$ cat config.mk
export PLATFORM = sky130hd
export DESIGN_NAME = round_robin_task_scheduler
export DESIGN_NICKNAME = d
export VERILOG_FILES = /design/src/rrts_pkg.sv /design/src/rrts_slot_mem.sv /design/src/rrts_queue_mem.sv /design/src/rrts_ctrl.sv /design/src/round_robin_task_scheduler.sv
export SDC_FILE = /design/constraint.sdc
export NUM_CORES = 2
export LEC_CHECK = 0
export BUFFER_PORTS_ARGS = -buffer_cell sky130_fd_sc_hd__buf_2
export CAP_MARGIN = 20
export CORE_UTILIZATION = 50
export CTS_CLUSTER_DIAMETER = 120
export DETAILED_ROUTE_END_ITERATION = 6
export HOLD_SLACK_MARGIN = 0.02
export PLACE_DENSITY = 0.66
export SLEW_MARGIN = 20
export SYNTH_ARGS = -nofsm -noshare
export SYNTH_HDL_FRONTEND = slang
export SYNTH_SLANG_ARGS = --single-unit
$ cat constraint.sdc
create_clock -name clk -period 30 [get_ports clk]
set_clock_uncertainty 0.2 [all_clocks]
set_input_delay 0 -clock clk [delete_from_list [all_inputs] [get_ports clk]]
set_output_delay 0 -clock clk [all_outputs]
set_load 0.03 [all_outputs]
$ cat src/rrts_pkg.sv
// rrts_pkg: shared types and constants of the round-robin task scheduler
// used by every module under src, no dependencies
package rrts_pkg;

  localparam int MAX_TASKS_DEF = 16;

  localparam logic [4:0] FGPRIO  = 5'd2;
  localparam logic [4:0] BGPRIO  = 5'd1;
  localparam logic [4:0] MAXPRIO = 5'd30;

  // request codes
  localparam logic [2:0] REQ_TICK  = 3'd0;
  localparam logic [2:0] REQ_ADD   = 3'd1;
  localparam logic [2:0] REQ_KILL  = 3'd2;
  localparam logic [2:0] REQ_BLOCK = 3'd3;
  localparam logic [2:0] REQ_UNBLK = 3'd4;
  localparam logic [2:0] REQ_NICE  = 3'd5;

  // status codes
  localparam logic [1:0] ST_DONE    = 2'd0;
  localparam logic [1:0] ST_SAME    = 2'd1;
  localparam logic [1:0] ST_UNKNOWN = 2'd2;
  localparam logic [1:0] ST_REJECT  = 2'd3;

  // configuration register indexes
  localparam logic [1:0] CFG_FG  = 2'd0;
  localparam logic [1:0] CFG_BG  = 2'd1;
  localparam logic [1:0] CFG_MAX = 2'd2;

  typedef enum logic [1:0] {
    C_FREE    = 2'd0,
    C_READY   = 2'd1,
    C_BLOCKED = 2'd2,
    C_KILLED  = 2'd3
  } cond_t;

  typedef struct packed {
    logic [15:0] task_id;
    logic [15:0] parent_id;
    logic [4:0]  prio;
    cond_t       cond;
    logic [63:0] context_value;
    logic        foreground;
  } slot_rec_t;

  typedef struct packed {
    logic [2:0]  req_type;
    logic [15:0] target_id;
    logic [63:0] context_value;
    logic        want_foreground;
    logic [5:0]  new_priority;
  } req_t;

  typedef struct packed {
    logic [1:0]  status;
    logic [15:0] result_id;
    logic [63:0] run_context;
    logic        switched;
    logic        idle;
  } res_t;

  typedef struct packed {
    logic [4:0] fg_priority;
    logic [4:0] bg_priority;
    logic [4:0] max_priority;
  } cfg_t;

endpackage

$ cat src/rrts_slot_mem.sv
// rrts_slot_mem: task table, one synchronous memory of slot records
// with per-slot valid bits so that unwritten slots read as free; uses rrts_pkg
module rrts_slot_mem import rrts_pkg::*; #(
  parameter int MAX_TASKS = MAX_TASKS_DEF,
  localparam int IDX_W = $clog2(MAX_TASKS)
) (
  input  logic             clk,
  input  logic             rst,
  input  logic [IDX_W-1:0] raddr,
  output slot_rec_t        rdata,
  input  logic             we,
  input  logic [IDX_W-1:0] waddr,
  input  slot_rec_t        wdata
);

  slot_rec_t mem [MAX_TASKS];
  logic [MAX_TASKS-1:0] vld;
  slot_rec_t rd_q;
  logic vld_q;

  always_ff @(posedge clk) begin
    if (we) begin
      mem[waddr] <= wdata;
    end
    // read-during-write to the same slot returns the new record
    if (we && waddr == raddr) begin
      rd_q <= wdata;
    end else begin
      rd_q <= mem[raddr];
    end
  end

  always_ff @(posedge clk) begin
    if (rst) begin
      vld   <= '0;
      vld_q <= 1'b0;
    end else begin
      if (we) begin
        vld[waddr] <= 1'b1;
      end
      vld_q <= (we && waddr == raddr) ? 1'b1 : vld[raddr];
    end
  end

  always_comb begin
    rdata = rd_q;
    if (!vld_q) begin
      rdata.cond = C_FREE;
    end
  end

endmodule

$ cat src/rrts_queue_mem.sv
// rrts_queue_mem: run queue storage, circular buffer of slot numbers
// one write and one registered read per cycle; uses rrts_pkg
module rrts_queue_mem import rrts_pkg::*; #(
  parameter int MAX_TASKS = MAX_TASKS_DEF,
  localparam int IDX_W = $clog2(MAX_TASKS)
) (
  input  logic             clk,
  input  logic [IDX_W-1:0] raddr,
  output logic [IDX_W-1:0] rdata,
  input  logic             we,
  input  logic [IDX_W-1:0] waddr,
  input  logic [IDX_W-1:0] wdata
);

  logic [IDX_W-1:0] mem [MAX_TASKS];

  always_ff @(posedge clk) begin
    if (we) begin
      mem[waddr] <= wdata;
    end
    if (we && waddr == raddr) begin
      rdata <= wdata;
    end else begin
      rdata <= mem[raddr];
    end
  end

endmodule

$ cat src/rrts_ctrl.sv
// rrts_ctrl: request sequencer, reads, modifies and writes back the task
// table and run queue; uses rrts_pkg, rrts_slot_mem, rrts_queue_mem
module rrts_ctrl import rrts_pkg::*; #(
  parameter int MAX_TASKS = MAX_TASKS_DEF,
  localparam int IDX_W = $clog2(MAX_TASKS),
  localparam int CNT_W = IDX_W + 1
) (
  input  logic clk,
  input  logic rst,
  input  cfg_t cfg,
  input  logic in_valid,
  output logic in_ready,
  input  req_t in_req,
  output logic res_valid,
  input  logic res_ready,
  output res_t res
);

  typedef enum logic [16:0] {
    S_IDLE     = 17'h00001,
    S_TK_RUN   = 17'h00002,
    S_TK_WAKE  = 17'h00004,
    S_TK_FREE  = 17'h00008,
    S_POP_INIT = 17'h00010,
    S_POP_HEAD = 17'h00020,
    S_POP_CHK  = 17'h00040,
    S_ADD_SCAN = 17'h00080,
    S_ADD_PAR  = 17'h00100,
    S_ADD_BLK  = 17'h00200,
    S_FIND_R   = 17'h00400,
    S_FIND_S   = 17'h00800,
    S_SET      = 17'h01000,
    S_NICE     = 17'h02000,
    S_REQ_FIN  = 17'h04000,
    S_EMIT     = 17'h08000,
    S_SPARE    = 17'h10000
  } state_t;

  localparam logic [IDX_W-1:0] LAST_IDX = IDX_W'(MAX_TASKS - 1);
  localparam logic [CNT_W-1:0] FULL_CNT = CNT_W'(MAX_TASKS);

  state_t state, state_next, ret, ret_next;
  req_t req, req_next;
  res_t res_next;
  slot_rec_t rd, hold, hold_next, wdata;
  logic [IDX_W-1:0] sa, sa_next, fslot, fslot_next, waddr;
  logic [IDX_W-1:0] head, head_next, tail, tail_next, qrd;
  logic [IDX_W-1:0] running_slot, running_slot_next, was_slot, was_slot_next;
  logic [CNT_W-1:0] count, count_next, nleft, nleft_next;
  logic [15:0] fid, fid_next, next_id, next_id_next, nid_inc;
  logic [4:0] ticks, ticks_next;
  logic running_valid, running_valid_next, was_valid, was_valid_next;
  logic fnd, fnd_next, we, push_en, pop_en, add_fg;
  logic [IDX_W-1:0] push_slot;
  logic [15:0] add_parent;
  cond_t want_cond;

  rrts_slot_mem #(.MAX_TASKS(MAX_TASKS)) u_slot_mem (
    .clk(clk), .rst(rst), .raddr(sa_next), .rdata(rd),
    .we(we), .waddr(waddr), .wdata(wdata)
  );

  rrts_queue_mem #(.MAX_TASKS(MAX_TASKS)) u_queue_mem (
    .clk(clk), .raddr(head_next), .rdata(qrd),
    .we(push_en && count < FULL_CNT), .waddr(tail), .wdata(push_slot)
  );

  assign in_ready  = (state == S_IDLE);
  assign res_valid = (state == S_EMIT);
  assign nid_inc   = next_id + 16'd1;
  assign add_fg    = req.want_foreground & (~running_valid | rd.foreground);
  assign add_parent = running_valid ? rd.task_id : 16'd0;

  always_comb begin
    unique case (req.req_type)
      REQ_KILL:  want_cond = C_KILLED;
      REQ_BLOCK: want_cond = C_BLOCKED;
      default:   want_cond = C_READY;
    endcase
  end

  always_comb begin
    state_next = state;
    ret_next = ret;
    req_next = req;
    res_next = res;
    hold_next = hold;
    sa_next = sa;
    fslot_next = fslot;
    running_slot_next = running_slot;
    running_valid_next = running_valid;
    was_slot_next = was_slot;
    was_valid_next = was_valid;
    nleft_next = nleft;
    fid_next = fid;
    next_id_next = next_id;
    ticks_next = ticks;
    fnd_next = fnd;
    we = 1'b0;
    waddr = sa;
    wdata = rd;
    push_en = 1'b0;
    push_slot = running_slot;
    pop_en = 1'b0;

    unique case (state)
      S_IDLE: begin
        if (in_valid) begin
          req_next = in_req;
          res_next = '0;
          was_valid_next = running_valid;
          was_slot_next = running_slot;
          fid_next = in_req.target_id;
          sa_next = running_slot;
          unique case (in_req.req_type)
            REQ_TICK: begin
              state_next = running_valid ? S_TK_RUN : S_POP_INIT;
            end
            REQ_ADD: begin
              if (in_req.context_value == 64'd0) begin
                res_next.status = ST_REJECT;
                res_next.idle = ~running_valid;
                state_next = S_EMIT;
              end else begin
                sa_next = '0;
                state_next = S_ADD_SCAN;
              end
            end
            REQ_KILL, REQ_BLOCK, REQ_UNBLK: begin
              ret_next = S_SET;
              state_next = S_FIND_R;
            end
            REQ_NICE: begin
              if (in_req.target_id == 16'd0) begin
                ticks_next = '0;
                state_next = S_REQ_FIN;
              end else begin
                ret_next = S_NICE;
                state_next = S_FIND_R;
              end
            end
            default: begin
              res_next.status = ST_REJECT;
              state_next = S_REQ_FIN;
            end
          endcase
        end
      end

      S_TK_RUN: begin
        if (rd.cond == C_READY && ticks != 5'd0) begin
          ticks_next = ticks - 5'd1;
          res_next.result_id = rd.task_id;
          res_next.run_context = req.context_value;
          state_next = S_EMIT;
        end else begin
          hold_next = rd;
          hold_next.context_value = req.context_value;
          we = 1'b1;
          waddr = running_slot;
          wdata = hold_next;
          if (rd.cond != C_KILLED) begin
            push_en = 1'b1;
            running_valid_next = 1'b0;
            state_next = S_POP_INIT;
          end else if (rd.parent_id != 16'd0) begin
            // running check in the lookup still sees this killed entry
            fid_next = rd.parent_id;
            ret_next = S_TK_WAKE;
            state_next = S_FIND_R;
          end else begin
            state_next = S_TK_FREE;
          end
        end
      end

      S_TK_WAKE: begin
        if (fnd && rd.cond == C_BLOCKED) begin
          we = 1'b1;
          wdata.cond = C_READY;
        end
        state_next = S_TK_FREE;
      end

      S_TK_FREE: begin
        we = 1'b1;
        waddr = running_slot;
        wdata = hold;
        wdata.cond = C_FREE;
        running_valid_next = 1'b0;
        state_next = S_POP_INIT;
      end

      S_POP_INIT: begin
        nleft_next = count;
        state_next = S_POP_HEAD;
      end

      S_POP_HEAD: begin
        if (nleft == '0) begin
          running_slot_next = '0;
          ticks_next = '0;
          res_next.idle = 1'b1;
          state_next = S_EMIT;
        end else begin
          pop_en = 1'b1;
          sa_next = qrd;
          nleft_next = nleft - CNT_W'(1);
          state_next = S_POP_CHK;
        end
      end

      S_POP_CHK: begin
        case (rd.cond)
          C_READY: begin
            running_slot_next = sa;
            running_valid_next = 1'b1;
            ticks_next = rd.prio;
            res_next.result_id = rd.task_id;
            res_next.run_context = rd.context_value;
            res_next.switched = ~was_valid | (was_slot != sa);
            state_next = S_EMIT;
          end
          C_BLOCKED: begin
            push_en = 1'b1;
            push_slot = sa;
            state_next = S_POP_HEAD;
          end
          default: begin
            we = 1'b1;
            wdata.cond = C_FREE;
            state_next = S_POP_HEAD;
          end
        endcase
      end

      S_ADD_SCAN: begin
        if (rd.cond == C_FREE && count < FULL_CNT) begin
          fslot_next = sa;
          sa_next = running_slot;
          state_next = S_ADD_PAR;
        end else if (rd.cond == C_FREE || sa == LAST_IDX) begin
          res_next.status = ST_REJECT;
          res_next.idle = ~running_valid;
          state_next = S_EMIT;
        end else begin
          sa_next = sa + IDX_W'(1);
        end
      end

      S_ADD_PAR: begin
        we = 1'b1;
        waddr = fslot;
        wdata.task_id = next_id;
        wdata.parent_id = add_parent;
        wdata.prio = add_fg ? cfg.fg_priority : cfg.bg_priority;
        wdata.cond = C_READY;
        wdata.context_value = req.context_value;
        wdata.foreground = add_fg;
        push_en = 1'b1;
        push_slot = fslot;
        next_id_next = (nid_inc == 16'd0) ? 16'd1 : nid_inc;
        res_next.result_id = next_id;
        res_next.idle = ~running_valid;
        if (add_parent != 16'd0 && add_fg) begin
          // foreground child blocks its parent
          fid_next = add_parent;
          ret_next = S_ADD_BLK;
          state_next = S_FIND_R;
        end else begin
          state_next = S_EMIT;
        end
      end

      S_ADD_BLK: begin
        if (fnd && rd.cond != C_KILLED && rd.cond != C_BLOCKED) begin
          we = 1'b1;
          wdata.cond = C_BLOCKED;
        end
        state_next = S_EMIT;
      end

      S_FIND_R: begin
        if (running_valid && rd.cond != C_FREE && rd.task_id == fid) begin
          fnd_next = 1'b1;
          state_next = ret;
        end else begin
          sa_next = '0;
          state_next = S_FIND_S;
        end
      end

      S_FIND_S: begin
        if (rd.cond != C_FREE && rd.task_id == fid) begin
          fnd_next = 1'b1;
          state_next = ret;
        end else if (sa == LAST_IDX) begin
          fnd_next = 1'b0;
          state_next = ret;
        end else begin
          sa_next = sa + IDX_W'(1);
        end
      end

      S_SET: begin
        if (!fnd || rd.cond == C_KILLED) begin
          res_next.status = ST_UNKNOWN;
        end else if (rd.cond == want_cond) begin
          res_next.status = ST_SAME;
        end else begin
          we = 1'b1;
          wdata.cond = want_cond;
        end
        sa_next = running_slot;
        state_next = S_REQ_FIN;
      end

      S_NICE: begin
        if (!fnd) begin
          res_next.status = ST_UNKNOWN;
        end else if (req.new_priority > {1'b0, cfg.max_priority}) begin
          res_next.status = ST_REJECT;
        end else begin
          we = 1'b1;
          wdata.prio = req.new_priority[4:0];
        end
        sa_next = running_slot;
        state_next = S_REQ_FIN;
      end

      S_REQ_FIN: begin
        res_next.result_id = running_valid ? rd.task_id : 16'd0;
        res_next.idle = ~running_valid;
        state_next = S_EMIT;
      end

      S_EMIT: begin
        if (res_ready) begin
          state_next = S_IDLE;
        end
      end

      default: begin
        state_next = S_IDLE;
      end
    endcase
  end

  // queue pointers
  always_comb begin
    head_next = head;
    tail_next = tail;
    count_next = count;
    if (pop_en) begin
      head_next = (head == LAST_IDX) ? '0 : head + IDX_W'(1);
      count_next = count - CNT_W'(1);
    end else if (push_en && count < FULL_CNT) begin
      tail_next = (tail == LAST_IDX) ? '0 : tail + IDX_W'(1);
      count_next = count + CNT_W'(1);
    end
  end

  always_ff @(posedge clk) begin
    if (rst) begin
      state <= S_IDLE;
      ret <= S_IDLE;
      sa <= '0;
      head <= '0;
      tail <= '0;
      count <= '0;
      running_slot <= '0;
      running_valid <= 1'b0;
      ticks <= '0;
      next_id <= 16'd1;
    end else begin
      state <= state_next;
      ret <= ret_next;
      sa <= sa_next;
      head <= head_next;
      tail <= tail_next;
      count <= count_next;
      running_slot <= running_slot_next;
      running_valid <= running_valid_next;
      ticks <= ticks_next;
      next_id <= next_id_next;
    end
  end

  always_ff @(posedge clk) begin
    req <= req_next;
    res <= res_next;
    hold <= hold_next;
    fslot <= fslot_next;
    was_slot <= was_slot_next;
    was_valid <= was_valid_next;
    nleft <= nleft_next;
    fid <= fid_next;
    fnd <= fnd_next;
  end

  a_count_bound: assert property (@(posedge clk) disable iff (rst)
    count <= FULL_CNT)
    else $error("run queue count above table size");

  a_idle_matches_run: assert property (@(posedge clk) disable iff (rst)
    res_valid |-> res.idle == !running_valid)
    else $error("idle flag disagrees with running entry");

  a_switch_not_idle: assert property (@(posedge clk) disable iff (rst)
    res_valid && res.switched |-> !res.idle)
    else $error("switch reported while idle");

  a_pop_nonempty: assert property (@(posedge clk) disable iff (rst)
    pop_en |-> count != '0)
    else $error("pop from empty run queue");

endmodule

$ cat src/round_robin_task_scheduler.sv
// Round-robin task scheduler: one transaction in, one result out. Every item is handled
// on its own: a new transaction is taken only once the result of the last one has moved
// into the output register. Kill, block, unblock and nice include a task lookup, an add
// a free slot scan plus a parent lookup, and a task switch a parent lookup plus a visit to
// each run queue entry examined; the task table memory gives one read per cycle. The
// result register lets the next transaction in while a result waits.
// Depends on rrts_pkg and rrts_ctrl.
module round_robin_task_scheduler import rrts_pkg::*; #(
  parameter int MAX_TASKS = MAX_TASKS_DEF
) (
  input  logic        clk,
  input  logic        rst,
  input  logic        cfg_we,
  input  logic [1:0]  cfg_index,
  input  logic [4:0]  cfg_wdata,
  input  logic        s_axis_tvalid,
  output logic        s_axis_tready,
  // target_id[15:0], context_value[79:16], want_foreground[80], new_priority[86:81]
  input  logic [87:0] s_axis_tdata,
  // req_type[2:0]
  input  logic [2:0]  s_axis_tuser,
  output logic        m_axis_tvalid,
  input  logic        m_axis_tready,
  // status[1:0], result_id[17:2], run_context[81:18], switched[82], idle[83]
  output logic [87:0] m_axis_tdata
);

  cfg_t cfg;
  req_t in_req;
  res_t res;
  logic res_valid, res_ready;

  always_ff @(posedge clk) begin
    if (rst) begin
      cfg.fg_priority  <= FGPRIO;
      cfg.bg_priority  <= BGPRIO;
      cfg.max_priority <= MAXPRIO;
    end else if (cfg_we) begin
      unique case (cfg_index)
        CFG_FG:  cfg.fg_priority  <= cfg_wdata;
        CFG_BG:  cfg.bg_priority  <= cfg_wdata;
        CFG_MAX: cfg.max_priority <= cfg_wdata;
        default: ;
      endcase
    end
  end

  assign in_req.req_type        = s_axis_tuser;
  assign in_req.target_id       = s_axis_tdata[15:0];
  assign in_req.context_value   = s_axis_tdata[79:16];
  assign in_req.want_foreground = s_axis_tdata[80];
  assign in_req.new_priority    = s_axis_tdata[86:81];

  rrts_ctrl #(.MAX_TASKS(MAX_TASKS)) u_ctrl (
    .clk(clk), .rst(rst), .cfg(cfg),
    .in_valid(s_axis_tvalid), .in_ready(s_axis_tready), .in_req(in_req),
    .res_valid(res_valid), .res_ready(res_ready), .res(res)
  );

  assign res_ready = !m_axis_tvalid || m_axis_tready;

  always_ff @(posedge clk) begin
    if (rst) begin
      m_axis_tvalid <= 1'b0;
    end else if (res_valid && res_ready) begin
      m_axis_tvalid <= 1'b1;
    end else if (m_axis_tready) begin
      m_axis_tvalid <= 1'b0;
    end
  end

  always_ff @(posedge clk) begin
    if (res_valid && res_ready) begin
      m_axis_tdata <= {4'b0000, res.idle, res.switched, res.run_context,
                       res.result_id, res.status};
    end
  end

endmodule
==> impl_metrics.tcl <==
set metrics [dict create \
    status "complete, no violations" \
    die_x_um 417 \
    worstHoldPathType "primary input to flop" \
    place_hpwl_mm 112 \
    grt_start_max_net_pins 112 \
    numCtsBuffers 216 \
    critical_path_class "flop to flop" \
    syn2layout_area_growth_pct 15.1 \
    yosysUniqueCellTypes 89 \
    fillerInstances 12400 \
    ys_top_cells_by_area "edfxtp_1 73%, mux4_2 13%, dfxtp_1 2.4%" \
    finalHoldViolCount 0 \
    row_count 151 \
    synth_top_family_by_area "multiplexers" \
    path_cells "buf_4 -> buf_12 -> mux4_2 -> mux4_2 -> nand2_1 -> ha_1 -> nand2_1 -> nand2_1 -> nand2_1 -> a221oi_1 -> nand2_1 -> nor2_4 -> buf_4 -> buf_4" \
    seq_area_frac_synth_pct 75.9 \
    cts_setup_buffers 0 \
    cts_buffer_depth 3 \
    route.detailed.wl_per_inst_um 29.6 \
    ys_ff_latch 2208 \
    cts_tree "done" \
    yosys_warnings 0 \
    gp_congestion 0.904 \
    synth_edf_count 2103 \
    synthAdderAreaFrac_pct 0.343 \
    min_to "u_ctrl.res[0]$_DFFE_PP_" \
    yosys.area.top_type_share_pct 73.4 \
    synth-main-ff-cell "edfxtp_1" \
    min_from "s_axis_tuser[0]" \
    critical_path_required_ns 30.27 \
    vdd_drop_max_v 0.0000702 \
    dr.pass1.iters 6 \
    die_h_um 417 \
    ys_async_sr_fraction_pct 0 \
    crit_family "buffers and inverters" \
    setup_violations 0 \
    start_kind "flop" \
    initial_core_util_pct 50.6 \
    fmax_mhz 108 \
    tightestPinTransition_ns 1.18 \
    period_share_pct 30.8 \
    overflow 0 \
    p_leak_nw 31.6 \
    num_vias 44800 \
    grt_pass1_vias 44900 \
    powerDensity_mw_per_mm2 70.5 \
    drt_iter0_markers 5526 \
    cts.clk_slew.worst_paths_ns 0.06 \
    path_buf_inv 4 \
    drc 0 \
    dieArea_mm2 0.174 \
    synth_xor_area_share_pct 0.520 \
    ant_nets 0 \
    rsz0062_at_grt "false" \
    critPathMaxStageDelay_ns 0.94 \
    routed_wl_mm 213 \
    hold_depth 5 \
    finalCoreUtilization_pct 58.2 \
    top_level_ports 193 \
    clock-sinks 2208 \
    portBuffers 187 \
    rr_worst_depth 14 \
    synth_top_area_cell "edfxtp_1" \
    nets 4929 \
    yosys.area_share.simple_pct 4.06 \
    cp_max_fo 111 \
    syn_inst 4301 \
    synthesis.area_mm2 0.0860 \
    r2r_slack_ns 20.75 \
    grtUsageTotal_pct 24.6 \
    critPathCaptureType "flop" \
    htreeDepth 4 \
    cts_root_buf "clkbuf_16" \
    maxSlewHeadroom_pct 20.5 \
    clk_latency_ns 0.89 \
    setup_tns_ns 0 \
    maxCapViolCount 0 \
    slew_violations 0 \
    grt_pass1_wl_mm 309 \
    worstReg2RegEnd "u_ctrl.u_slot_mem.mem[12][102]$_DFFE_PP_" \
    synth_mux_area_share_pct 14.4 \
    viasPerCell 6.23 \
    antenna_found_initial 2 \
    drive_gt1_share_pct 23.4 \
    crit_arrival_ns 9.53 \
    synth-compound-area-share_pct 3.49 \
    crit_top_cell "nand2_1" \
    synth_area_per_cell_um2 20.0 \
    critPathSlowestCell "buf_4" \
    period_needed_ns 9.25 \
    core_mm2 0.170 \
]
[cell usage after synthesis (all sizes together), types with 24 or more instances]
| master | count |
|---|---|
| nand2 | 326 |
| nand3 | 33 |
| a22oi | 89 |
| dfxtp | 105 |
| a22o | 73 |
| edfxtp | 2103 |
| nand2b | 27 |
| o21ai | 57 |
| nand4 | 24 |
| xor2 | 28 |
| nor3 | 36 |
| clkbuf | 142 |
| buf | 78 |
| mux4 | 506 |
| nor2 | 166 |
| mux2i | 67 |
| nor4 | 40 |
| inv | 43 |
| a21oi | 67 |
[cell usage in the layout (no fill, tap or decap), types with 28 or more instances in the layout]
| master | n |
|---|---|
| nor2_1 | 149 |
| nand2_1 | 324 |
| xor2_1 | 28 |
| mux4_2 | 500 |
| nor3_1 | 33 |
| nand3_1 | 33 |
| dlygate4sd3_1 | 214 |
| clkbuf_16 | 218 |
| inv_1 | 41 |
| a22oi_1 | 89 |
| a22o_1 | 73 |
| edfxtp_1 | 2103 |
| clkbuf_1 | 54 |
| dfxtp_1 | 102 |
| clkinv_1 | 45 |
| clkinv_2 | 30 |
| nor4_1 | 37 |
| buf_2 | 188 |
| o21ai_0 | 46 |
| mux2i_1 | 67 |
| a21oi_1 | 65 |
| buf_4 | 90 |
[stage by stage]
step	cell area, um2	hold WS, ns	power (W)	setup slack [ns]	instances
2_1_floorplan	86000	-0.116	0.00412	19.30	4304
3_3_place_gp	89700	-0.0189	0.00430	20.75	6581
3_5_place_dp	89700	-0.0209	0.00432	20.68	6582
4_1_cts	98900	0.0891	0.00701	20.63	7194
5_1_grt	99000	0.161	0.00718	20.39	7201
6_report	99000	0.151	0.00698	20.75	7202
[what timing repair did]
action                    CTS  global route
hold endpoints to repair  270             0
hold buffers              214             0
resized for setup           0             0
[logic make-up (layout without fill, tap and decap cells)]
logic type	after synthesis	in the layout
AO/OA/AOI/OAI	408	408
XOR/XNOR	51	51
adder cells (fa/ha/maj)	23	23
buffers and inverters	263	942
flip-flops	2208	2208
multiplexers	596	596
other	1	5
AND/OR/NAND/NOR	751	751
[sequential cells by signal, summed over array words and instances, names as in the netlist, 4 cells and up, named ones only]
signal / count
u_ctrl.tail: 4
u_ctrl.fid: 16
cfg: 15
u_ctrl.running_slot: 4
u_ctrl.fslot: 4
u_ctrl.ticks: 5
u_ctrl.next_id: 16
u_ctrl.was_slot: 4
u_ctrl.u_slot_mem.mem: 1664
u_ctrl.req: 74
u_ctrl.head: 4
u_ctrl.hold: 102
u_ctrl.u_queue_mem.mem: 64
u_ctrl.ret: 5
u_ctrl.sa: 4
u_ctrl.u_slot_mem.vld: 16
u_ctrl.state: 16
u_ctrl.count: 5
u_ctrl.res: 84
m_axis_tdata: 84
u_ctrl.nleft: 5
[per-layer routing]
| metal | share of wire (%) | GRT usage (%) | vias up |
|---|---|---|---|
| met5 | 0 | 0 | - |
| met4 | 3.0 | 7.68 | 0 |
| met3 | 7.5 | 3.70 | 346 |
| met2 | 49 | 40.1 | 2045 |
| met1 | 40 | 34.7 | 23700 |
| li1 | - | - | 18700 |
[worst min-delay path: cells and delay by family]
family / cells / cell delay [ns]
buffers and inverters: 2 / 0.71
AO/OA/AOI/OAI: 1 / 0.07
AND/OR/NAND/NOR: 2 / 0.28
[worst max-delay path by stage]
stage	startpoint	end	slack, ns	depth (start not counted)
after floorplan	flop	u_ctrl.res[66]$_DFFE_PP_	19.30	14
after global placement	flop	u_ctrl.u_slot_mem.mem[12][96]$_DFFE_PP_	20.75	14
after detailed placement	flop	u_ctrl.u_slot_mem.mem[12][96]$_DFFE_PP_	20.68	14
after CTS	flop	u_ctrl.u_slot_mem.mem[12][62]$_DFFE_PP_	20.63	14
after global routing	flop	u_ctrl.u_slot_mem.mem[12][102]$_DFFE_PP_	20.39	14
final	flop	u_ctrl.u_slot_mem.mem[12][102]$_DFFE_PP_	20.75	14
[report_power, final]
part | internal [W] | total, W | switching [W] | leakage (nW)
registers | 0.00359 | 0.00366 | 0.0000716 | 19.9
clock network | 0.00154 | 0.00270 | 0.00116 | 3.42
logic | 0.000240 | 0.000616 | 0.000376 | 8.32
total | 0.00537 | 0.00698 | 0.00161 | 31.6
[final cells by class]
cell class / count / area (um2) / share of cell area, %
diodes: 1 / 2.50 / 0.00253
clock buffers: 278 / 5740 / 5.80
clock inverters: 120 / 1320 / 1.33
inverters: 43 / 174 / 0.176
multi-input cells: 1833 / 19800 / 20.0
flip-flops and latches: 2208 / 65300 / 65.9
well taps: 2218 / 2780 / 2.80
repair buffers: 501 / 3890 / 3.93
(Power assumes the default switching activity.)
